==> src/bbd_pkg.sv <==
// bbd_pkg: shared types, constants and helpers of the bilinear bayer demosaic
// used by bbd_interp and bayer_bilinear_demosaic_core; depends on nothing
package bbd_pkg;

   // frame size limits and derived widths
   localparam int MAX_WIDTH  = 2048;
   localparam int MAX_HEIGHT = 2048;
   localparam int MIN_DIM    = 2;
   localparam int CSR_W      = 12;
   localparam int COL_W      = $clog2(MAX_WIDTH);
   localparam int WID_W      = COL_W + 1;
   localparam int ROW_W      = $clog2(MAX_HEIGHT) + 1;
   localparam int PIX_W      = 8;

   // reset values of the registers
   localparam logic [CSR_W-1:0] RESET_WIDTH  = CSR_W'(640);
   localparam logic [CSR_W-1:0] RESET_HEIGHT = CSR_W'(480);

   // reciprocal for the divide by three of sums below 2048
   localparam int DIV3_MUL   = 683;
   localparam int DIV3_SHIFT = 11;

   // register indexes of the csr port
   typedef enum logic [1:0] {
      CSR_PATTERN = 2'd0,
      CSR_WIDTH   = 2'd1,
      CSR_HEIGHT  = 2'd2
   } csr_index_type;

   // mosaic orders of the pattern register
   typedef enum logic [1:0] {
      PAT_RGGB = 2'd0,
      PAT_GRBG = 2'd1,
      PAT_GBRG = 2'd2,
      PAT_BGGR = 2'd3
   } pattern_type;

   // site classes of a pixel in the mosaic
   typedef enum logic [1:0] {
      CLS_RED      = 2'd0,  // red site
      CLS_GREEN_BV = 2'd1,  // green site, blue above and below
      CLS_GREEN_BH = 2'd2,  // green site, blue left and right
      CLS_BLUE     = 2'd3   // blue site
   } cls_type;

   typedef struct packed {
      logic [PIX_W-1:0] sample;
      logic             flush;
   } req_word_type;

   typedef struct packed {
      logic [PIX_W-1:0] blue;
      logic [PIX_W-1:0] green;
      logic [PIX_W-1:0] red;
      logic             frame_end;
   } rsp_word_type;

   // neighborhood flags of the pixel being finished
   typedef struct packed {
      logic    up;
      logic    dn;
      logic    lf;
      logic    rt;
      cls_type cls;
      logic    last;
   } site_type;

   // phase code of each mosaic order: bit 0 column phase, bit 1 row phase
   function automatic logic [1:0] pattern_code(input logic [1:0] pattern);
      logic [1:0] code;
      case (pattern)
         PAT_RGGB: code = 2'd2;
         PAT_GRBG: code = 2'd3;
         PAT_GBRG: code = 2'd0;
         PAT_BGGR: code = 2'd1;
         default:  code = 2'd2;
      endcase
      return code;
   endfunction

   // effective width, clamped to the supported range
   function automatic logic [WID_W-1:0] clamp_width(input logic [CSR_W-1:0] v);
      logic [WID_W-1:0] res;
      if (int'(v) < MIN_DIM) res = WID_W'(MIN_DIM);
      else if (int'(v) > MAX_WIDTH) res = WID_W'(MAX_WIDTH);
      else res = WID_W'(v);
      return res;
   endfunction

   // effective height, clamped to the supported range
   function automatic logic [ROW_W-1:0] clamp_height(input logic [CSR_W-1:0] v);
      logic [ROW_W-1:0] res;
      if (int'(v) < MIN_DIM) res = ROW_W'(MIN_DIM);
      else if (int'(v) > MAX_HEIGHT) res = ROW_W'(MAX_HEIGHT);
      else res = ROW_W'(v);
      return res;
   endfunction

   // truncating divide by three of a 10 bit sum whose quotient fits a pixel
   function automatic logic [PIX_W-1:0] div3(input logic [9:0] v);
      logic [20:0] prod;
      prod = 21'(v) * 21'(DIV3_MUL);
      return prod[DIV3_SHIFT+PIX_W-1:DIV3_SHIFT];
   endfunction

endpackage

==> src/bbd_interp.sv <==
// bbd_interp: bilinear interpolation of one pixel from a 3x3 raw window
// depends on bbd_pkg (site_type, rsp_word_type, div3)
module bbd_interp (
   input  logic [2:0][2:0][bbd_pkg::PIX_W-1:0] win,
   input  bbd_pkg::site_type                   site,
   output bbd_pkg::rsp_word_type               pixel
);

   logic [bbd_pkg::PIX_W-1:0] ctr;
   logic [9:0]                dt;
   logic [8:0]                ht;
   logic [8:0]                vt;
   logic [9:0]                ot;
   logic [9:0]                gs;
   logic                      nh;
   logic                      nv;
   logic [1:0]                dsh;
   logic [9:0]                dq;
   logic [bbd_pkg::PIX_W-1:0] diag;
   logic [bbd_pkg::PIX_W-1:0] horz;
   logic [bbd_pkg::PIX_W-1:0] vert;
   logic [bbd_pkg::PIX_W-1:0] orth;
   logic [bbd_pkg::PIX_W-1:0] grn;

   // masked neighbor sums
   always_comb begin
      ctr = win[1][1];
      nh  = site.lf & site.rt;
      nv  = site.up & site.dn;
      dt  = ((site.up & site.lf) ? 10'(win[0][0]) : 10'd0)
          + ((site.up & site.rt) ? 10'(win[0][2]) : 10'd0)
          + ((site.dn & site.lf) ? 10'(win[2][0]) : 10'd0)
          + ((site.dn & site.rt) ? 10'(win[2][2]) : 10'd0);
      ht  = (site.lf ? 9'(win[1][0]) : 9'd0) + (site.rt ? 9'(win[1][2]) : 9'd0);
      vt  = (site.up ? 9'(win[0][1]) : 9'd0) + (site.dn ? 9'(win[2][1]) : 9'd0);
      ot  = 10'(ht) + 10'(vt);
      gs  = 10'(ctr) + dt;
   end

   // means: diagonal count is 1, 2 or 4, so it is a shift
   always_comb begin
      dsh  = {1'b0, nh} + {1'b0, nv};
      dq   = dt >> dsh;
      diag = dq[bbd_pkg::PIX_W-1:0];
      horz = nh ? ht[8:1] : ht[7:0];
      vert = nv ? vt[8:1] : vt[7:0];
      // orthogonal count is 2, 3 or 4
      if (nh & nv) orth = ot[9:2];
      else if (!nh & !nv) orth = ot[8:1];
      else orth = bbd_pkg::div3(ot);
      // green site: centre if four diagonals, else mean with present ones
      if (nh & nv) grn = ctr;
      else if (nh ^ nv) grn = bbd_pkg::div3(gs);
      else grn = gs[8:1];
   end

   // pick channels by site class
   always_comb begin
      pixel.frame_end = site.last;
      case (site.cls)
         bbd_pkg::CLS_RED: begin
            pixel.blue  = diag;
            pixel.green = orth;
            pixel.red   = ctr;
         end
         bbd_pkg::CLS_GREEN_BV: begin
            pixel.blue  = vert;
            pixel.green = grn;
            pixel.red   = horz;
         end
         bbd_pkg::CLS_GREEN_BH: begin
            pixel.blue  = horz;
            pixel.green = grn;
            pixel.red   = vert;
         end
         default: begin
            pixel.blue  = ctr;
            pixel.green = orth;
            pixel.red   = diag;
         end
      endcase
   end

endmodule

==> config.mk <==
export PLATFORM = sky130hd
export DESIGN_NAME = bbd_interp
export DESIGN_NICKNAME = d
export VERILOG_FILES = /design/src/bbd_pkg.sv /design/src/bbd_interp.sv
export SDC_FILE = /design/constraint.sdc
export NUM_CORES = 1
export LEC_CHECK = 0
export BUFFER_PORTS_ARGS = -buffer_cell sky130_fd_sc_hd__buf_2
export CAP_MARGIN = 25
export CELL_PAD_IN_SITES_DETAIL_PLACEMENT = 1
export CELL_PAD_IN_SITES_GLOBAL_PLACEMENT = 1
export CORE_MARGIN = 2
export CORE_UTILIZATION = 38
export DETAILED_ROUTE_END_ITERATION = 8
export PLACE_DENSITY_LB_ADDON = 0.1
export SETUP_SLACK_MARGIN = 0.15
export SYNTH_ARGS = -nofsm -noshare
export SYNTH_HDL_FRONTEND = slang
export SYNTH_SLANG_ARGS = --single-unit
==> constraint.sdc <==
create_clock -name vclk -period 12.02
set_input_delay 0.601 -clock vclk [all_inputs]
set_output_delay 0.601 -clock vclk [all_outputs]
set_load 0.03 [all_outputs]
Word-level counts from Yosys, hierarchy flattened:

Index checks and enable logic that the tools add are counted.

* flip-flop bits (word level): 0
* output and inout port bits: 25
* logic and storage cells: 40

* $add $sub $neg: 8
* multiply operators: 2
* equal/unequal tests: 2
* shift operators: 1
* multiplexer cells: 15
* bitwise gates (word level): 9
* reduce and logical (&&, ||, !) cells: 3

Operators with widths (number)
* 8-bit two-way mux: 14
* 24-bit one-hot mux with 3 select lines: 1
* 10-bit by 10-bit multiplier with 19-bit output (second input constant): 2
* 8-bit by 8-bit adder with 9-bit output: 3
* 10-bit by 8-bit adder with 10-bit output: 1
* 8-bit by 10-bit adder with 10-bit output: 1
* 9-bit by 8-bit adder with 10-bit output: 1
* 9-bit by 9-bit adder with 10-bit output: 1
* 10-bit by 2-bit >> shifter with 8-bit output: 1
* 1-bit AND: 8
* 1-bit by 1-bit adder with 2-bit output: 1
* 2-bit by 1-bit == test with 1-bit output (second input constant): 1
* 2-bit == test (second input constant): 1
* 1-bit zero test: 2
* 2-bit zero test: 1
* 1-bit XOR: 1

Logic depth before layout (Yosys ltp):

Gate-level depths: netlist of run 1.

* word-level depth: 10
* depth in mapped cells: 37
* gate-level depth less buffers: 36

Least setup slack after synthesis of run 1:

OpenSTA, ideal clock, no wires.

* path type: input to output
* start: input port site[4] in the netlist's numbering
* end: output port pixel[14] in the netlist's numbering
* arrival time: 9.057 ns
* slack: 2.362 ns
* stages on the path: 36
* cells stage by stage: clkbuf_1 -> and3_1 -> fa_1 -> inv_1 -> fa_1 -> inv_1 -> ha_1 -> fa_1 -> xnor2_1 -> inv_1 -> ha_1 -> nand3_1 -> o211ai_1 -> or4_1 -> nand2_1 -> xor2_1 -> inv_1 -> ha_1 -> ha_1 -> inv_1 -> fa_1 -> inv_1 -> fa_1 -> inv_1 -> fa_1 -> inv_1 -> ha_1 -> nand2_1 -> o21ai_0 -> a2111oi_2 -> nor3_2 -> a31o_2 -> a21oi_2 -> mux2i_1 -> a21oi_1 -> a221oi_1

RTL lines
* start, declared: RTL line bbd_interp.sv:5 `input bbd_pkg::site_type site,`
* end, declared: RTL line bbd_interp.sv:6 `output bbd_pkg::rsp_word_type pixel`

==> results.py, run 1 <==
metrics = {
    "cells_and_area": {
        "nets": 1168,
        "drive_gt1_share_pct": 17.9,
        "regArea_um2": 0,
        "antenna_cells": 0,
        "area_growth_syn_to_layout_pct": 11.0,
        "nClkBuffers": 0,
        "seq_cells": 0,
        "fillers": 2107,
        "multi_input_area_mm2": 0.00626,
    },
    "floorplanning": {
        "io_pins": 104,
        "initial_core_util_pct": 39.0,
        "fp.dieW_um": 138,
        "fp.dieH_um": 138,
        "core_area_mm2": 0.0174,
        "num_rows": 48,
        "die_area_mm2": 0.0189,
    },
    "routing": {
        "first_pass_iters": 4,
        "vias": 5925,
        "drt_drc_violations_left": 0,
        "routedWlPerCell_um": 17.8,
        "ant_nets": 0,
        "wirelength_mm": 19.4,
        "drtIter0Drc": 160,
        "avgViaCountPerCell": 5.44,
    },
    "setup_path": {
        "cpMaxStageDelayCell": "xor2_1",
        "cp_slowest_stage_delay_ns": 0.56,
        "critPathArrivalTime_ns": 9.84,
        "cp_num_buf_inv": 10,
        "worstPathRequired_ns": 11.42,
        "cp-end-kind": "primary output",
        "crit_type": "input port to primary output",
        "critPathTopFamily": "adder cells",
        "path_common_cell": "inv_1",
        "cp_max_fo": 19,
        "cp-start-kind": "input port",
    },
    "yosys": {
        "ys_warn_count": 0,
        "syn_avg_cell_area_um2": 8.69,
        "yosysUniqueCellTypes": 62,
        "synth_top_area_share_pct": 29.7,
        "synth_fp_nets": 1080,
        "syn-cell-area_mm2": 0.00677,
        "yosysTopAreaCell": "ha_1",
        "yosysMostFrequentCell": "ha_1",
        "ys_top_cells_by_area": "ha_1 30%, fa_1 18%, mux4_2 7.0%",
        "yosysSeqAreaShare_pct": 0,
        "synth_cells": 779,
        "synth.top_cells.by_count": "161 x ha_1, 111 x inv_1, 61 x fa_1, 58 x nand2_1, 37 x a21oi_1",
    },
    "timing": {
        "tightest_slew_ns": 0.957,
        "layout_min_cycle_time_ns": 10.44,
        "setup_viol": 0,
        "finalSetupTns_ns": 0,
        "rsz0062_at_grt": "false",
        "drv_slew": 0,
        "hold_violations": 0,
        "timing.final.crit_share_pct": 86.8,
        "max_freq_ghz": 0.0958,
        "relSlewSlack_pct": 36.2,
    },
    "global_routing": {
        "grt_usage_pct": 21.2,
        "grt_start_max_net_pins": 34,
        "grt_pass1_wl_mm": 31.9,
        "grt_pass1_vias": 6611,
        "grt_overflow": 0,
        "antenna_found_initial": 0,
    },
    "place": {
        "dp_hpwl_mm": 17.4,
        "port_buffers": 102,
        "place_congestion": 0.816,
    },
    "run": {
        "drv_cap": 0,
    },
    "status": {
        "status": "complete, no violations",
    },
    "cts": {
        "cts_hold_buffers": 0,
        "cts_resized": 0,
        "postCtsSetupBuffers": 0,
    },
    "hold_path": {
        "hold_class": "input port to primary output",
    },
}
## metal layers
metal	up-vias	global-route usage, %	wire, um
li1	2878	-	-
met1	2850	28.0	8710
met2	175	38.2	9240
met3	22	2.10	1130
met4	0	2.92	310
met5	-	0	0
## kinds of logic (layout without fill, tap and decap cells)
group	count (synthesis)	count (layout)	share of synthesized area, %
AOI/OAI and AO/OA	128	128	12.8
muxes	35	35	9.16
adders and majority gates	222	222	47.8
and+or+nand+nor	208	208	15.6
buffers and inverters	134	220	7.61
xor gates and xnor gates	52	52	7.04
## layout make-up
class	count	area share (%)
Inverter	111	5.54
Multi-Input combinational cell	645	83.2
Tap cell	225	3.74
Timing Repair Buffer	109	7.49
## stage by stage
step	cells	util (%)	hold slack, ns	worst slack, ns	cell area [um^2]
floorplan	779	-	1.33	2.36	6770
global placement	1089	43.3	1.20	1.82	7510
detailed placement	1089	43.3	1.20	1.64	7510
CTS	1089	43.3	1.20	1.62	7510
global route	1090	43.3	1.20	0.975	7520
finish	1090	43.3	1.20	1.58	7520
## worst paths after layout
path                     from   endpoint  slack, ns  cells past startpoint
worst max-delay path  site[5]  pixel[11]       1.58                     36
worst min-delay path  site[0]   pixel[0]       1.20                      0
## cells in the final DEF (no fill, tap or decap), types with 10 or more instances in the layout
cell type and count:
ha_1 161, inv_1 111, buf_2 102, fa_1 61, nand2_1 58, a21oi_1 37
and2_1 35, xnor2_1 34, nor2_1 33, and3_1 25, o21ai_0 22, mux4_2 21
nor3_1 16, xor2_1 16, a21o_1 12, nand3_1 10
Power of run 1 is left out: the tool's default activity adds up to more than one toggle a clock period on the data nets, which glitch-free logic cannot reach.
==> inputs of run 2 (changes only) <==
--- a/config.mk
+++ b/config.mk
@@ -14,6 +14,7 @@
 export DETAILED_ROUTE_END_ITERATION = 8
 export PLACE_DENSITY_LB_ADDON = 0.1
 export SETUP_SLACK_MARGIN = 0.15
+export SLEW_MARGIN = 10
 export SYNTH_ARGS = -nofsm -noshare
 export SYNTH_HDL_FRONTEND = slang
 export SYNTH_SLANG_ARGS = --single-unit
==> constraint.sdc (replaced) <==
create_clock -name vclk -period 12.3
set_input_delay 0.615 -clock vclk [all_inputs]
set_output_delay 0.615 -clock vclk [all_outputs]
set_load 0.03 [all_outputs]
==> run 2 against run 1 <==
  * Sequential share of layout area is the same
  * Worst hold slack gained 0.028 ns
  * Largest cell class unchanged
  * Die area is the same
  * Final cell count unchanged
  * Critical path depth stayed put
==> results.py, run 2 (same netlist as run 1, synthesis figures left out) <==
metrics = {
    "timing": {
        "finalSetupTns_ns": 0,
        "hold_violations": 0,
        "setup_viol": 0,
        "timing.final.crit_share_pct": 84.8,
        "rsz0062_at_grt": "false",
        "tightest_slew_ns": 0.953,
        "layout_min_cycle_time_ns": 10.43,
        "drv_slew": 0,
        "max_freq_ghz": 0.0958,
        "relSlewSlack_pct": 36.0,
    },
    "cells_and_area": {
        "antenna_cells": 0,
        "seq_cells": 0,
        "nClkBuffers": 0,
        "fillers": 2100,
        "final_common_cell": "ha_1",
        "nets": 1168,
        "regArea_um2": 0,
        "final_cell_mix": "161 x ha_1, 111 x inv_1, 102 x buf_2",
        "area_growth_syn_to_layout_pct": 11.0,
        "drive_gt1_share_pct": 17.9,
    },
    "global_routing": {
        "grt_pass1_vias": 6596,
        "grt_pass1_wl_mm": 31.8,
        "grt_start_max_net_pins": 34,
        "antenna_found_initial": 0,
        "grt_overflow": 0,
        "grt_usage_pct": 21.2,
    },
    "setup_path": {
        "cp-start-kind": "input port",
        "critical_path.startpoint": "site[5]",
        "path_common_cell": "inv_1",
        "cp_max_fo": 19,
        "cpMaxStageDelayCell": "xor2_1",
        "critPathArrivalTime_ns": 9.82,
        "crit_type": "input port to primary output",
        "crit_path_end": "pixel[11]",
        "worstPathRequired_ns": 11.69,
        "cp_slowest_stage_delay_ns": 0.55,
        "cp-end-kind": "primary output",
    },
    "routing": {
        "vias": 5917,
        "drtIter0Drc": 188,
        "wirelength_mm": 19.4,
        "avgViaCountPerCell": 5.43,
        "first_pass_iters": 4,
        "routedWlPerCell_um": 17.8,
        "ant_nets": 0,
        "drt_drc_violations_left": 0,
    },
    "hold_path": {
        "hold_path_startpoint": "site[0]",
        "hold_class": "input port to primary output",
    },
    "run": {
        "drv_cap": 0,
    },
    "place": {
        "place_congestion": 0.816,
        "port_buffers": 102,
        "dp_hpwl_mm": 17.4,
    },
    "floorplanning": {
        "initial_core_util_pct": 39.0,
        "fp.dieH_um": 138,
        "num_rows": 48,
        "io_pins": 104,
        "die_area_mm2": 0.0189,
        "core_area_mm2": 0.0174,
        "fp.dieW_um": 138,
    },
    "cts": {
        "cts_hold_buffers": 0,
        "postCtsSetupBuffers": 0,
        "cts_resized": 0,
    },
    "status": {
        "status": "complete, no violations",
    },
}
[run 2: cell counts in the layout (fill, tap and decap cells not counted)]
Identical to the previous run, type by type.
[run 2: critical path: cells and delay by family]
family	cells	cell delay (ns)
adder cells (fa/ha/maj)	11	4.43
AND/OR/NAND/NOR	7	1.81
XOR/XNOR	3	0.95
multiplexers	2	0.73
buffers and inverters	10	0.92
AO/OA/AOI/OAI	3	0.36
[run 2: how the worst min path moves through the flow]
stage,end,slack (ns),cells after the start
floorplan,pixel[0],1.36,1
global placement,pixel[0],1.23,0
finish,pixel[0],1.23,0
CTS,pixel[0],1.23,0
detailed placement,pixel[0],1.23,0
global route,pixel[0],1.23,0
[run 2: final cells by class]
class                           count  area [um^2]  area share (%)
Multi-Input combinational cell    645         6260            83.2
Tap cell                          225          282            3.74
Timing Repair Buffer              109          563            7.49
Inverter                          111          417            5.54
[run 2: per-stage QoR]
stage | worst slack [ns] | area, um^2 | std cells | hold slack (ns) | utilization (%)
global placement | 2.07 | 7510 | 1089 | 1.23 | 43.3
detailed placement | 1.85 | 7510 | 1089 | 1.23 | 43.3
global route | 1.30 | 7520 | 1090 | 1.23 | 43.3
finish | 1.87 | 7520 | 1090 | 1.23 | 43.3
floorplan | 2.61 | 6770 | 779 | 1.36 | -
CTS | 1.84 | 7510 | 1089 | 1.23 | 43.3
[run 2: layer usage]
| layer | track usage [%] | vias to the layer above | routed length (um) |
|---|---|---|---|
| met5 | 0 | - | 0 |
| met4 | 4.35 | 0 | 445 |
| met3 | 1.51 | 26 | 821 |
| met2 | 38.0 | 162 | 9180 |
| met1 | 27.9 | 2851 | 8960 |
| li1 | - | 2878 | - |
Power of run 2 is left out for the same reason.
==> inputs of run 3 (changes only) <==
==> constraint.sdc (replaced) <==
create_clock -name vclk -period 10.5
set_input_delay 0.525 -clock vclk [all_inputs]
set_output_delay 0.525 -clock vclk [all_outputs]
set_load 0.03 [all_outputs]
==> run 3 against run 2 <==
  * Non-clock buffer count grew 2
  * Final area grew 0.75%
  * Global-route usage shrank 0.11 points
  * Sequential cell count is the same
  * Via count shrank 0.81%
  * Setup slack lost 1.1 ns
  * Worst hold slack lost 0.18 ns
  * Count of clock-buffer cells in the layout is the same
  * Utilization grew 0.32 points
  * First-iteration DRC count grew 18%
  * Die area is the same
  * Critical path depth shrank 1
==> results.py, run 3 (same netlist as run 1, synthesis figures left out) <==
metrics = {
    "status": {
        "status": "complete, no violations",
    },
    "floorplanning": {
        "fp.dieW_um": 138,
        "die_area_mm2": 0.0189,
        "io_pins": 104,
        "core_area_mm2": 0.0174,
        "initial_core_util_pct": 39.0,
        "num_rows": 48,
        "fp.dieH_um": 138,
    },
    "setup_path": {
        "worstPathRequired_ns": 9.98,
        "cpMaxStageDelayCell": "fa_1",
        "critPathArrivalTime_ns": 9.23,
        "critPathTopFamily": "adder cells",
        "path_common_cell": "fa_1",
        "cp_num_buf_inv": 6,
        "critical_path.startpoint": "site[4]",
        "cp-end-kind": "primary output",
        "cp_slowest_stage_delay_ns": 0.53,
        "cp-start-kind": "input port",
        "cp_max_fo": 25,
        "crit_type": "input port to primary output",
    },
    "cells_and_area": {
        "nets": 1170,
        "regArea_um2": 0,
        "seq_cells": 0,
        "final_cell_mix": "161 x ha_1, 111 x inv_1, 101 x buf_2",
        "drive_gt1_share_pct": 18.8,
        "final_common_cell": "ha_1",
        "antenna_cells": 0,
        "area_growth_syn_to_layout_pct": 11.8,
        "nClkBuffers": 0,
        "fillers": 2093,
    },
    "routing": {
        "drtIter0Drc": 221,
        "vias": 5869,
        "routedWlPerCell_um": 17.5,
        "ant_nets": 0,
        "drt_drc_violations_left": 0,
        "avgViaCountPerCell": 5.37,
        "first_pass_iters": 4,
        "wirelength_mm": 19.2,
    },
    "hold_path": {
        "holdPathStages": 0,
        "hold_path_startpoint": "site[0]",
        "hold_class": "input port to primary output",
        "min_to": "pixel[0]",
    },
    "global_routing": {
        "grt_overflow": 0,
        "grtUsageMet1_pct": 28.6,
        "grt_usage_pct": 21.0,
        "grt_busiest_layer": "met2",
        "grt_start_max_net_pins": 34,
        "grt_pass1_wl_mm": 31.7,
        "antenna_found_initial": 1,
        "use_met3_pct": 1.55,
        "grt.met2_usage_pct": 37.9,
        "grt_pass1_vias": 6328,
    },
    "place": {
        "dp_hpwl_mm": 17.3,
        "port_buffers": 102,
        "place_congestion": 0.809,
    },
    "run": {
        "drv_cap": 0,
    },
    "timing": {
        "drv_slew": 0,
        "relSlewSlack_pct": 36.8,
        "rsz0062_at_grt": "false",
        "finalSetupTns_ns": 0,
        "hold_violations": 0,
        "timing.final.crit_share_pct": 92.9,
        "setup_viol": 0,
        "layout_min_cycle_time_ns": 9.76,
        "tightest_slew_ns": 0.948,
        "max_freq_ghz": 0.102,
    },
}
==> run 3: final cells by class <==
cell class | instances | area [um^2] | share of cell area, %
Inverter | 111 | 417 | 5.50
Tap cell | 225 | 282 | 3.72
Multi-Input combinational cell | 645 | 6300 | 83.1
Timing Repair Buffer | 111 | 581 | 7.66
==> run 3: how the worst max path moves through the flow <==
stage          slack [ns]  depth (start not counted)         to
2_1_floorplan        0.99                         36  pixel[14]
3_3_place_gp         0.77                         34  pixel[11]
3_5_place_dp         0.45                         34  pixel[11]
4_1_cts              0.41                         34  pixel[11]
5_1_grt              0.14                         35  pixel[13]
6_report             0.74                         35  pixel[13]
==> run 3: per-stage QoR <==
stage               utilization, %  hold slack, ns  worst slack [ns]  std cells  instance area, um^2
floorplan                        -            1.18             0.994        779                 6770
global placement              43.4            1.05             0.765       1092                 7530
detailed placement            43.4            1.05             0.451       1092                 7530
CTS                           43.4            1.05             0.415       1092                 7530
global route                  43.6            1.05             0.136       1092                 7570
finish                        43.6            1.05             0.741       1092                 7570
==> run 3: layer usage <==
layer | wire length, um | vias to the layer above
met3 | 741 | 12
li1 | - | 2884
met4 | 180 | 2
met5 | 7 | -
met2 | 9170 | 134
met1 | 9050 | 2837
==> run 3: timing repair <==
item,4_1_cts,5_1_grt
hold buffers,0,0
hold endpoints to repair,0,0
setup buffers,0,0
gates resized for setup,0,7
setup endpoints to repair,0,7
Power of run 3 is left out for the same reason.
